[src/rtl/core/fse_pkg.sv]
// ----------------------------------------------------------------------------
// fse_pkg
// Shared types, widths and constants of the span fill engine.
// ----------------------------------------------------------------------------
`default_nettype none

package fse_pkg;

   // field widths
   localparam int CMD_W      = 3;
   localparam int COORD_W    = 12;
   localparam int COLOR_W    = 16;
   localparam int WREG_W     = 10;
   localparam int HREG_W     = 9;
   localparam int WREG_MAX   = 2**WREG_W - 1;
   localparam int HREG_MAX   = 2**HREG_W - 1;
   // width of W*H for the largest register values
   localparam int PROD_W     = WREG_W + HREG_W;

   // frame store defaults
   localparam int DEF_MAX_WIDTH  = 512;
   localparam int DEF_MAX_HEIGHT = 256;

   // register file
   localparam int CSR_IDX_W  = 2;
   localparam int CSR_DATA_W = WREG_W;
   localparam logic [CSR_IDX_W-1:0] CSR_SCREEN_WIDTH  = CSR_IDX_W'(0);
   localparam logic [CSR_IDX_W-1:0] CSR_SCREEN_HEIGHT = CSR_IDX_W'(1);
   localparam logic [WREG_W-1:0] RST_SCREEN_WIDTH  = WREG_W'(320);
   localparam logic [HREG_W-1:0] RST_SCREEN_HEIGHT = HREG_W'(200);

   typedef enum logic [CMD_W-1:0] {
      CMD_CLEAR   = 3'd0,
      CMD_HORIZON = 3'd1,
      CMD_PIXEL   = 3'd2,
      CMD_HSPAN   = 3'd3,
      CMD_VSPAN   = 3'd4,
      CMD_FILL    = 3'd5,
      CMD_OUTLINE = 3'd6,
      CMD_READ    = 3'd7
   } cmd_type;

   typedef struct packed {
      cmd_type                    command;
      logic signed [COORD_W-1:0]  pos_x;
      logic signed [COORD_W-1:0]  pos_y;
      logic signed [COORD_W-1:0]  span_end;
      logic signed [COORD_W-1:0]  rect_w;
      logic signed [COORD_W-1:0]  rect_h;
      logic [COLOR_W-1:0]         color;
      logic [COLOR_W-1:0]         floor_color;
   } item_type;

   typedef enum logic [2:0] {
      ST_IDLE,
      ST_PREP,
      ST_PLAN,
      ST_CLIP,
      ST_MUL,
      ST_ISSUE,
      ST_WAIT,
      ST_DONE
   } seq_state_type;

   // sequencer to walker
   typedef struct packed {
      logic start;
      logic rd;
      logic vert;
   } walk_ctl_type;

   // walker to sequencer
   typedef struct packed {
      logic busy;
   } walk_stat_type;

   // saturate a 14-bit signed sum to the 12-bit coordinate range
   function automatic logic signed [COORD_W-1:0] sat12(input logic signed [13:0] v);
      logic signed [COORD_W-1:0] r;
      if (v > 14'sd2047) begin
         r = 12'sd2047;
      end else if (v < -14'sd2048) begin
         r = -12'sd2048;
      end else begin
         r = v[COORD_W-1:0];
      end
      return r;
   endfunction

endpackage

`default_nettype wire

[src/rtl/core/fse_seq.sv]
// ----------------------------------------------------------------------------
// fse_seq
// Command sequencer: breaks a command into spans, clips each drawn span (full-screen
// clear and horizon spans excepted) to the screen, forms its start address and hands it to the walker.
// ----------------------------------------------------------------------------
`default_nettype none

module fse_seq #(
   parameter  int MAX_WIDTH  = fse_pkg::DEF_MAX_WIDTH,
   parameter  int MAX_HEIGHT = fse_pkg::DEF_MAX_HEIGHT,
   localparam int Depth      = MAX_WIDTH * MAX_HEIGHT,
   localparam int AW         = $clog2(Depth),
   localparam int CW         = AW + 1
) (
   input  wire                           clock,
   input  wire                           reset,
   input  fse_pkg::item_type             item,
   input  wire                           item_take,
   input  wire [fse_pkg::WREG_W-1:0]     eff_w,
   input  wire [fse_pkg::HREG_W-1:0]     eff_h,
   input  wire                           out_free,
   output logic                          ready,
   output logic                          done,
   output logic [fse_pkg::COLOR_W-1:0]   res_color,
   output logic                          res_inb,
   output fse_pkg::walk_ctl_type         walk_ctl,
   output logic [AW-1:0]                 walk_addr,
   output logic [CW-1:0]                 walk_cnt,
   output logic [fse_pkg::COLOR_W-1:0]   walk_color,
   input  fse_pkg::walk_stat_type        walk_stat,
   input  wire [fse_pkg::COLOR_W-1:0]    rd_data
);
   import fse_pkg::*;

   localparam int XW = (AW + 1 > PROD_W) ? AW + 1 : PROD_W;

   seq_state_type state_ff, state_in;

   item_type                  item_ff, item_in;
   logic signed [COORD_W-1:0] xe_ff, xe_in, ye_ff, ye_in, xl_ff, xl_in, yl_ff, yl_in;
   logic                      rect_ok_ff, rect_ok_in;
   logic [XW-1:0]             tot_ff, tot_in;
   logic signed [12:0]        rr_ff, rr_in;
   logic [1:0]                idx_ff, idx_in;
   logic                      last_ff, last_in;
   logic                      sp_vert_ff, sp_vert_in;
   logic signed [12:0]        sp_fix_ff, sp_fix_in, sp_lo_ff, sp_lo_in, sp_hi_ff, sp_hi_in;
   logic [COLOR_W-1:0]        sp_color_ff, sp_color_in;
   logic [HREG_W-1:0]         row_ff, row_in;
   logic [WREG_W-1:0]         colm_ff, colm_in;
   logic                      ok_ff, ok_in;
   logic [XW-1:0]             iss_base_ff, iss_base_in, iss_cnt_ff, iss_cnt_in;

   // shared multiplier: W*H during setup, row*W per span
   logic [HREG_W-1:0] mul_a;
   logic [PROD_W-1:0] prod;
   assign mul_a = (state_ff == ST_PREP) ? eff_h : row_ff;
   assign prod  = PROD_W'(mul_a) * PROD_W'(eff_w);

   logic signed [12:0] w13, h13, px13, py13, se13;
   logic [XW-1:0]      half;
   assign w13  = signed'({3'b000, eff_w});
   assign h13  = signed'({4'b0000, eff_h});
   assign px13 = 13'(item_ff.pos_x);
   assign py13 = 13'(item_ff.pos_y);
   assign se13 = 13'(item_ff.span_end);
   assign half = tot_ff >> 1;

   // span plan for the current command step
   logic               pl_stop, pl_lin, pl_last, pl_vert;
   logic signed [12:0] pl_fix, pl_lo, pl_hi;
   logic [COLOR_W-1:0] pl_color;
   logic [XW-1:0]      pl_base, pl_cnt;

   always_comb begin
      pl_stop  = 1'b0;
      pl_lin   = 1'b0;
      pl_last  = 1'b1;
      pl_vert  = 1'b0;
      pl_fix   = py13;
      pl_lo    = px13;
      pl_hi    = px13 + 13'sd1;
      pl_color = item_ff.color;
      pl_base  = '0;
      pl_cnt   = tot_ff;
      case (item_ff.command)
         CMD_CLEAR: begin
            pl_lin = 1'b1;
         end
         CMD_HORIZON: begin
            pl_lin = 1'b1;
            pl_cnt = half;
            if (idx_ff == 2'd0) begin
               pl_last = 1'b0;
            end else begin
               pl_base  = half;
               pl_color = item_ff.floor_color;
            end
         end
         CMD_HSPAN: begin
            pl_hi = se13;
         end
         CMD_VSPAN: begin
            pl_vert = 1'b1;
            pl_fix  = px13;
            pl_lo   = py13;
            pl_hi   = se13;
         end
         CMD_FILL: begin
            pl_last = 1'b0;
            pl_fix  = rr_ff;
            pl_hi   = 13'(xe_ff);
            pl_stop = !rect_ok_ff || !(rr_ff < 13'(ye_ff) && rr_ff < h13);
         end
         CMD_OUTLINE: begin
            pl_stop = !rect_ok_ff;
            pl_last = (idx_ff == 2'd3);
            case (idx_ff)
               2'd0: begin
                  pl_hi = 13'(xe_ff);
               end
               2'd1: begin
                  pl_vert = 1'b1;
                  pl_fix  = px13;
                  pl_lo   = py13;
                  pl_hi   = 13'(ye_ff);
               end
               2'd2: begin
                  pl_vert = 1'b1;
                  pl_fix  = 13'(xl_ff);
                  pl_lo   = py13;
                  pl_hi   = 13'(ye_ff);
               end
               default: begin
                  pl_fix = 13'(yl_ff);
                  pl_hi  = 13'(xe_ff);
               end
            endcase
         end
         default: begin
            // pixel and read: one-pixel horizontal span
         end
      endcase
   end

   // clip the planned span to the screen
   logic signed [12:0] lim_f, lim_r, lo_c, hi_c, span_n;
   logic               clip_ok;
   assign lim_f   = sp_vert_ff ? w13 : h13;
   assign lim_r   = sp_vert_ff ? h13 : w13;
   assign lo_c    = sp_lo_ff[12] ? 13'sd0 : sp_lo_ff;
   assign hi_c    = (sp_hi_ff > lim_r) ? lim_r : sp_hi_ff;
   assign span_n  = hi_c - lo_c;
   assign clip_ok = !sp_fix_ff[12] && (sp_fix_ff < lim_f) && (hi_c > lo_c);

   // next state
   always_comb begin
      state_in = state_ff;
      case (state_ff)
         ST_IDLE: begin
            if (item_take) state_in = ST_PREP;
         end
         ST_PREP: begin
            state_in = ST_PLAN;
         end
         ST_PLAN: begin
            if (pl_stop) begin
               state_in = ST_DONE;
            end else if (pl_lin) begin
               state_in = ST_ISSUE;
            end else begin
               state_in = ST_CLIP;
            end
         end
         ST_CLIP: begin
            if (clip_ok) begin
               state_in = ST_MUL;
            end else if (last_ff) begin
               state_in = ST_DONE;
            end else begin
               state_in = ST_PLAN;
            end
         end
         ST_MUL: begin
            state_in = ST_ISSUE;
         end
         ST_ISSUE: begin
            state_in = ST_WAIT;
         end
         ST_WAIT: begin
            if (!walk_stat.busy) state_in = last_ff ? ST_DONE : ST_PLAN;
         end
         ST_DONE: begin
            if (out_free) state_in = ST_IDLE;
         end
         default: begin
            state_in = ST_IDLE;
         end
      endcase
   end

   // datapath registers
   always_comb begin
      item_in     = item_ff;
      xe_in       = xe_ff;
      ye_in       = ye_ff;
      xl_in       = xl_ff;
      yl_in       = yl_ff;
      rect_ok_in  = rect_ok_ff;
      tot_in      = tot_ff;
      rr_in       = rr_ff;
      idx_in      = idx_ff;
      last_in     = last_ff;
      sp_vert_in  = sp_vert_ff;
      sp_fix_in   = sp_fix_ff;
      sp_lo_in    = sp_lo_ff;
      sp_hi_in    = sp_hi_ff;
      sp_color_in = sp_color_ff;
      row_in      = row_ff;
      colm_in     = colm_ff;
      ok_in       = ok_ff;
      iss_base_in = iss_base_ff;
      iss_cnt_in  = iss_cnt_ff;
      case (state_ff)
         ST_IDLE: begin
            if (item_take) begin
               item_in = item;
               idx_in  = 2'd0;
            end
         end
         ST_PREP: begin
            xe_in      = sat12(14'(item_ff.pos_x) + 14'(item_ff.rect_w));
            ye_in      = sat12(14'(item_ff.pos_y) + 14'(item_ff.rect_h));
            xl_in      = sat12(14'(item_ff.pos_x) + 14'(item_ff.rect_w) - 14'sd1);
            yl_in      = sat12(14'(item_ff.pos_y) + 14'(item_ff.rect_h) - 14'sd1);
            rect_ok_in = (item_ff.rect_w > 12'sd0) && (item_ff.rect_h > 12'sd0);
            tot_in     = XW'(prod);
            rr_in      = py13[12] ? 13'sd0 : py13;
         end
         ST_PLAN: begin
            if (!pl_stop) begin
               last_in     = pl_last;
               sp_vert_in  = pl_vert;
               sp_fix_in   = pl_fix;
               sp_lo_in    = pl_lo;
               sp_hi_in    = pl_hi;
               sp_color_in = pl_color;
               idx_in      = idx_ff + 2'd1;
               if (item_ff.command == CMD_FILL) rr_in = rr_ff + 13'sd1;
               if (pl_lin) begin
                  iss_base_in = pl_base;
                  iss_cnt_in  = pl_cnt;
               end
            end
         end
         ST_CLIP: begin
            row_in     = sp_vert_ff ? lo_c[HREG_W-1:0] : sp_fix_ff[HREG_W-1:0];
            colm_in    = sp_vert_ff ? sp_fix_ff[WREG_W-1:0] : lo_c[WREG_W-1:0];
            ok_in      = clip_ok;
            iss_cnt_in = XW'(span_n[WREG_W:0]);
         end
         ST_MUL: begin
            iss_base_in = XW'(prod) + XW'(colm_ff);
         end
         default: begin
         end
      endcase
   end

   always_ff @(posedge clock) begin
      if (reset) begin
         state_ff <= ST_IDLE;
      end else begin
         state_ff <= state_in;
      end
   end

   always_ff @(posedge clock) begin
      item_ff     <= item_in;
      xe_ff       <= xe_in;
      ye_ff       <= ye_in;
      xl_ff       <= xl_in;
      yl_ff       <= yl_in;
      rect_ok_ff  <= rect_ok_in;
      tot_ff      <= tot_in;
      rr_ff       <= rr_in;
      idx_ff      <= idx_in;
      last_ff     <= last_in;
      sp_vert_ff  <= sp_vert_in;
      sp_fix_ff   <= sp_fix_in;
      sp_lo_ff    <= sp_lo_in;
      sp_hi_ff    <= sp_hi_in;
      sp_color_ff <= sp_color_in;
      row_ff      <= row_in;
      colm_ff     <= colm_in;
      ok_ff       <= ok_in;
      iss_base_ff <= iss_base_in;
      iss_cnt_ff  <= iss_cnt_in;
   end

   // outputs
   always_comb begin
      ready          = (state_ff == ST_IDLE);
      done           = (state_ff == ST_DONE) && out_free;
      walk_ctl.start = (state_ff == ST_ISSUE);
      walk_ctl.rd    = (item_ff.command == CMD_READ);
      walk_ctl.vert  = sp_vert_ff;
      walk_addr      = iss_base_ff[AW-1:0];
      walk_cnt       = iss_cnt_ff[CW-1:0];
      walk_color     = sp_color_ff;
      res_inb        = (item_ff.command == CMD_READ) && ok_ff;
      res_color      = res_inb ? rd_data : '0;
   end

endmodule

`default_nettype wire

[config.mk]
export PLATFORM = sky130hd
export DESIGN_NAME = fse_seq
export DESIGN_NICKNAME = d
export VERILOG_FILES = /design/src/rtl/core/fse_pkg.sv /design/src/rtl/core/fse_seq.sv
export SDC_FILE = /design/constraint.sdc
export NUM_CORES = 1
export LEC_CHECK = 0
export BUFFER_PORTS_ARGS = -buffer_cell sky130_fd_sc_hd__buf_2
export CORE_AREA = 4 4 259 261
export CTS_CLUSTER_DIAMETER = 100
export CTS_CLUSTER_SIZE = 10
export DETAILED_ROUTE_END_ITERATION = 6
export DIE_AREA = 0 0 263 265
export PLACE_DENSITY_LB_ADDON = 0.08
export SYNTH_ARGS = -nofsm -noshare
export SYNTH_HDL_FRONTEND = slang
export SYNTH_SLANG_ARGS = --single-unit
[constraint.sdc]
create_clock -name clock -period 8.4 [get_ports clock]
set_input_delay 1.68 -clock clock [delete_from_list [all_inputs] [get_ports clock]]
set_output_delay 1.68 -clock clock [all_outputs]
set_load 0.01 [all_outputs]
Yosys cells after proc, flatten, opt, wreduce, memory -nomap -nowiden
Index checks and enable logic that the tools add are counted.
{"block": "totals", "ff_bits": 293, "in_bits": 135, "memories": 0, "rom_bits": 0, "out_inout_bits": 73, "ramBits": 0, "latchBits": 0, "word_cells": 153}
{"block": "op_classes", "eq_ne": 22, "bitwise_logic": 1, "reduce_logical": 27, "mul": 1, "addsub": 9, "n_lt_le_gt_ge": 15, "shift": 0, "n_div": 0, "mux": 50}
{"op": "one-hot mux 13 bit (3 select lines)", "n": 3}
{"op": "2-to-1 mux 17 bit", "n": 4}
{"op": "2-to-1 mux 13 bit", "n": 5}
{"op": "2-to-1 mux 12 bit", "n": 5}
{"op": "2-to-1 mux 18 bit", "n": 3}
{"op": "one-hot mux 13 bit (2 select lines)", "n": 2}
{"op": "2-to-1 mux 16 bit", "n": 3}
{"op": "one-hot mux 18 bit (2 select lines)", "n": 1}
{"op": "one-hot mux 17 bit (2 select lines)", "n": 1}
{"op": "2-to-1 mux 10 bit", "n": 3}
{"op": "greater-than comparator 14 x 12 -> 1 bit, second input constant", "n": 2}
{"op": "less-than comparator 14 x 12 -> 1 bit, second input constant", "n": 2}
{"op": "subtractor 13 x 2 -> 14 bit, second input constant", "n": 2}
{"op": "adder 12 x 12 -> 13 bit", "n": 2}
{"op": "greater-than comparator 13 x 12 -> 1 bit, second input constant", "n": 2}
{"op": "less-than comparator 13 x 12 -> 1 bit, second input constant", "n": 2}
{"op": "== test 3 bit, second input constant", "n": 8}
{"op": "greater-than comparator 12 x 1 -> 1 bit, second input constant", "n": 2}
{"op": "one-hot mux 3 bit (8 select lines)", "n": 1}
{"op": "2-to-1 mux 3 bit", "n": 7}
{"op": "multiplier 9 x 10 -> 19 bit", "n": 1}
{"op": "2-to-1 mux 9 bit", "n": 2}
{"op": "adder 17 x 10 -> 17 bit", "n": 1}
{"op": "AND reduction 3 bit", "n": 5}
{"op": "29 further kinds", "n": 56}

Logic depth before layout (Yosys ltp)
{"block": "depth", "ltp_word": 7, "ltp_mapped": 24}

Worst setup path after synthesis
OpenSTA, ideal clock, no wires.
{"block": "synth_path", "kind": "register to register", "from": "register state_ff[1]", "to": "register iss_base_ff[16], data pin", "path_slack_ns": -0.710, "n_path_buf": 0, "arrival_ns": 8.843, "period_less_slack_ns": 9.110, "setup_time_ns": 0.267, "stages_incl_launch_ff": 22, "path_cell_list": "dfxtp_1 > nand2b_1 > nor2_1 > mux2_2 > nand2_1 > fa_1 > inv_1 > fa_1 > inv_1 > fa_1 > fa_1 > inv_1 > ha_1 > and3_1 > a2111o_1 > a21o_1 > a21oi_1 > xnor2_1 > nand3_1 > nor4_1 > xnor2_1 > o21ai_0"}
{"block": "synth_between", "elab_chain_cells": 5, "word_cells_on_any_way": 7, "classes_between": "add/sub: 1; mul: 1; eq/ne: 3; mux: 2"}
{"item": "start, declared", "line": "fse_seq.sv:37", "text": "seq_state_type state_ff, state_in;"}
{"item": "start signal, assigned", "line": "fse_seq.sv:274", "text": "state_ff <= state_in;"}
{"item": "== test 3 x 1 -> 1 bit", "line": "fse_seq.sv:57", "text": "assign mul_a = (state_ff == ST_PREP) ? eff_h : row_ff;"}
{"item": "2-to-1 mux 9 bit", "line": "fse_seq.sv:57"}
{"item": "multiplier 9 x 10 -> 19 bit", "line": "fse_seq.sv:58", "text": "assign prod = PROD_W'(mul_a) * PROD_W'(eff_w);"}
{"item": "named net prod[12]", "line": "fse_seq.sv:56", "text": "logic [PROD_W-1:0] prod;"}
{"item": "adder 17 x 10 -> 17 bit", "line": "fse_seq.sv:263", "text": "iss_base_in = XW'(prod) + XW'(colm_ff);"}
{"item": "one-hot mux 17 bit (2 select lines)", "line": "fse_seq.sv:224", "text": "case (state_ff)"}
{"item": "named net iss_base_in[16]", "line": "fse_seq.sv:52", "text": "logic [XW-1:0] iss_base_ff, iss_base_in, iss_cnt_ff, iss_cnt_in;"}
{"item": "end signal, assigned", "line": "fse_seq.sv:297", "text": "iss_base_ff <= iss_base_in;"}
{"item": "end, declared", "line": "fse_seq.sv:52"}
The timed path passes the listed nets, and every way through them passes these cells.
A chain may end at the register's enable or synchronous reset.

Worst setup path in the final report
{"block": "layout_path", "from": "register state_ff[0]", "to": "register iss_base_ff[16], data pin"}
The elaborated chain is that of the path after synthesis.

==> results.txt <==
- Required @ worst endpoint: 8.67 ns
* Worst-case setup margin in the final layout: 1.20 ns
* Worst slew margin relative to its limit: 16.6%
- STA classifies the critical path endpoint as a flop.
- Summing every instance area after synthesis gives between 15000 and 20000 sq um.
* VDD IR-drop max: 0.285 mV
- For this block, the via count after detailed routing is about 14000.
* Gate count of the mapped netlist: 1775
* Clock edge transition at the registers on the reported setup and hold paths: roughly 0.050 ns
- Combined global-route utilization of all metal layers: 16.5%
- The die covers between 60000 and 70000 sq um.
* Post-layout minimum cycle time: approximately 7.2 ns
- Design Area, Final: 22300 sq um
- Number of hold-repair buffers added at the cts stage: 0
- Of the synthesized area, sequential elements account for between 40 and 50%.
- Number of standard-cell rows in the floorplan: between 90 and 100
* Final routed wire length divided by cell count: 21.0 microns
- Final hold analysis gives a worst-case slack of roughly 0.54 ns.
- Final core utilization: 34.6%
* Post-Route Setup TNS: 0 ns
- Entering global routing, the biggest net connects 60 pins.
- Detailed-route vias per instance: 4.92
- Startpoint of the lowest-slack register-to-register path: state_ff[0]$_SDFFE_PP0P_
* Sinks on Clock Net: 292
* HPWL after DPL: 46300 microns
- Type of the worst min-delay path: reg2reg
* Final-report max-slew violation count: 0
- Counting flops and latches in the post-synthesis netlist gives around 290.
- Number of CTS-inserted buffers: 36
* Most instantiated flip-flop cell in the synthesis netlist: sky130_fd_sc_hd__edfxtp_1
* Final worst-path cycle share: 85.7%
- DRC violation count after routing: 1
- Measured along the x axis, the die boundary spans 263 microns.
- Clock buffer depth: 3
- The number of gates resized after CTS was 0.
- Routability-driven placement finished with a final weighted congestion of 0.856.
- Synthesized area divided by synthesized cell count: around 11 sq um
- At the worst endpoint, the arrival time is 7.47 ns.
* Most common cell after layout, fill and taps aside: sky130_fd_sc_hd__edfxtp_1
* Number of flops mapped to enable cells by yosys: 289
- After synthesis, the share of flip-flops with an asynchronous set or reset is 0%.
- TritonCTS built the clock tree.
- For the pin with the worst max-slew slack, the measured transition is 1.25 ns.
- Power density normalized to cell area: slightly below 400 nW/um^2
- Tracing the worst setup path back leads to its startpoint at state_ff[0]$_SDFFE_PP0P_.
- The placed instances occupy a cell area of about 21000 sq um.
- The clock reaches the later pin of the worst-skew pair after 0.56 ns.
* Start-to-end type of the worst setup path: reg2reg
- The run finished, with violations left.
- Violated checks: design-rule violations
- Synthesis instantiated 92 different standard cells from the library.
* Max-cap violations: 0
* Count of input and output buffers: 207
- Initial antenna violation count: 2
- In the final layout, the share of cells above drive strength 1 is 18.0%.
- Before antenna repair, the detailed router went through 7 iterations.
- Once the clock tree was built, the setup fixing pass inserted 0 buffers.
* Number of nets in the layout: ~2300
* Fmax: ~140 MHz
* Lkg Pwr: 0.00905 uW
- The detailed router finished its first iteration with between 1000 and 1500 violations.
* Die height: 265 microns
- Layout Skew: 0.0232 ns
* Crit path max fanout: 16
- Setup repair after global routing left no endpoint under its margin.
- Core area: between 60000 and 70000 sq um
* Post-Route WL: 59500 microns
- Type of origin of the critical path: flop
* Final number of hold-violating endpoints: 0
- Synthesis produced a netlist with a net count of around 2100.
- First-pass GRT wire length: 88900 microns
- The worst hold path begins at item_ff[11]$_DFFE_PP_.
- YS warnings: 0
* Count of H-tree levels built during CTS: 2
- Summed over all layers, the global routing overflow is 0.
* Post-synthesis to final-layout area growth: 15.5%
- Clock tree root buffer cell: sky130_fd_sc_hd__clkbuf_16
- Pin placement for this block handled 208 I/O pins.
* Worst setup slack after placement: 1.15 ns
* Vias in the first global route: 14400
* Post-DRT Antenna Nets: 0
- Effective utilization at floorplan: 30.0%
* Top library cells by usage in the layout, fill and taps aside: sky130_fd_sc_hd__edfxtp_1, sky130_fd_sc_hd__buf_2, sky130_fd_sc_hd__inv_1, sky130_fd_sc_hd__nand2_1, sky130_fd_sc_hd__ha_1
* Final setup viols: 0
==> logic make-up after synthesis <==
family	count (synthesis)	share of synthesized area [%]
AND/OR/NAND/NOR	502	13.3
AO/OA/AOI/OAI	385	12.9
flip-flops	292	45.2
buffers and inverters	223	4.39
adder cells (fa/ha/maj)	203	15.4
XOR/XNOR	85	4.12
multiplexers	85	4.67
==> final cells by class <==
| cell class | instances | area [sq um] |
|---|---|---|
| Tap cell | 855 | 1070 |
| Clock inverter | 5 | 66.3 |
| Clock buffer | 46 | 970 |
| Multi-Input combinational cell | 1260 | 9780 |
| Sequential cell | 292 | 8740 |
| Timing Repair Buffer | 220 | 1130 |
| Antenna cell | 1 | 2.50 |
| Fill cell | 6564 | 42100 |
| Inverter | 151 | 567 |
==> per-layer routing <==
layer,vias to the layer above,track usage (%),part of all wire [%]
li1,6803,-,-
met4,2,7.23,4.6
met2,340,28.6,49
met3,92,2.60,4.1
met1,6691,20.5,42
met5,-,0,0.022
==> stage by stage <==
stage	cells	power, uW
5_1_grt	2829	9660
6_report	2830	8850
2_1_floorplan	1775	6140
4_1_cts	2829	9000
3_5_place_dp	2778	7510
3_3_place_gp	2778	7480
==> Yosys cell counts, types with 7 or more instances <==
| library cell | n | area, sq um |
|---|---|---|
| sky130_fd_sc_hd__edfxtp_1 | 289 | 8680 |
| sky130_fd_sc_hd__inv_1 | 150 | 563 |
| sky130_fd_sc_hd__nand2_1 | 139 | 522 |
| sky130_fd_sc_hd__ha_1 | 134 | 1680 |
| sky130_fd_sc_hd__a21oi_1 | 111 | 556 |
| sky130_fd_sc_hd__o21ai_0 | 100 | 500 |
| sky130_fd_sc_hd__nor2_1 | 97 | 364 |
| sky130_fd_sc_hd__fa_1 | 61 | 1220 |
| sky130_fd_sc_hd__clkbuf_1 | 60 | 225 |
| sky130_fd_sc_hd__and2_1 | 58 | 363 |
| sky130_fd_sc_hd__xnor2_1 | 48 | 420 |
| sky130_fd_sc_hd__nand3_1 | 45 | 225 |
| sky130_fd_sc_hd__mux2i_1 | 43 | 430 |
| sky130_fd_sc_hd__mux2_2 | 42 | 473 |
| sky130_fd_sc_hd__xor2_1 | 33 | 289 |
| sky130_fd_sc_hd__and3_1 | 29 | 181 |
| sky130_fd_sc_hd__nor3_1 | 29 | 145 |
| sky130_fd_sc_hd__nand2b_1 | 25 | 156 |
| sky130_fd_sc_hd__a21o_1 | 24 | 180 |
| sky130_fd_sc_hd__a222oi_1 | 22 | 220 |
| sky130_fd_sc_hd__a211oi_1 | 20 | 150 |
| sky130_fd_sc_hd__o21ai_1 | 19 | 95.1 |
| sky130_fd_sc_hd__nor4_1 | 14 | 87.6 |
| sky130_fd_sc_hd__nand3b_1 | 13 | 97.6 |
| sky130_fd_sc_hd__o21a_1 | 13 | 97.6 |
| sky130_fd_sc_hd__nor2b_1 | 11 | 68.8 |
| sky130_fd_sc_hd__maj3_1 | 8 | 80.1 |
| sky130_fd_sc_hd__or3_1 | 7 | 43.8 |
==> state kept, by name, indices dropped and copies added, names as in the netlist, 13 cells and up <==
name	count
iss_base_ff	17
item_ff	95
sp_fix_ff	13
iss_cnt_ff	18
rr_ff	13
walk_color	16
tot_ff	19
sp_hi_ff	13
==> critical path: stages, from the launching register on <==
cell                       delay (ns)
sky130_fd_sc_hd__dfxtp_1         0.56
sky130_fd_sc_hd__nand2b_1        0.24
sky130_fd_sc_hd__nor2_4          0.51
sky130_fd_sc_hd__buf_4           0.38
sky130_fd_sc_hd__mux2_2          0.47
sky130_fd_sc_hd__and2_1          0.21
sky130_fd_sc_hd__fa_1            0.48
sky130_fd_sc_hd__fa_1            0.52
sky130_fd_sc_hd__fa_1            0.55
sky130_fd_sc_hd__inv_1           0.06
sky130_fd_sc_hd__fa_1            0.53
sky130_fd_sc_hd__inv_1           0.04
sky130_fd_sc_hd__ha_1            0.37
sky130_fd_sc_hd__and3_1          0.19
sky130_fd_sc_hd__a2111o_1        0.45
sky130_fd_sc_hd__a21o_1          0.19
sky130_fd_sc_hd__a21oi_1         0.17
sky130_fd_sc_hd__xnor2_1         0.26
sky130_fd_sc_hd__nand3_1         0.17
sky130_fd_sc_hd__nor4_1          0.33
sky130_fd_sc_hd__xnor2_1         0.16
sky130_fd_sc_hd__o21ai_0         0.08
==> final timing paths <==
path	cells after the start	endpoint	slack, ns
worst max-delay path	21	iss_base_ff[16]$_DFFE_PP_	1.20
worst min-delay path	1	walk_color[11]$_DFFE_PP_	0.54
worst max register to register	21	iss_base_ff[16]$_DFFE_PP_	1.20
worst min register to register	1	walk_color[11]$_DFFE_PP_	0.54
==> report_power, final <==
| group | switching (uW) | internal, uW | total (uW) |
|---|---|---|---|
| Clock | 619 | 810 | 1430 |
| Combinational | 2990 | 1960 | 4950 |
| Sequential | 276 | 2200 | 2470 |
| Total | 3890 | 4970 | 8850 |
Note: power is estimated with default switching activity, not from simulation.
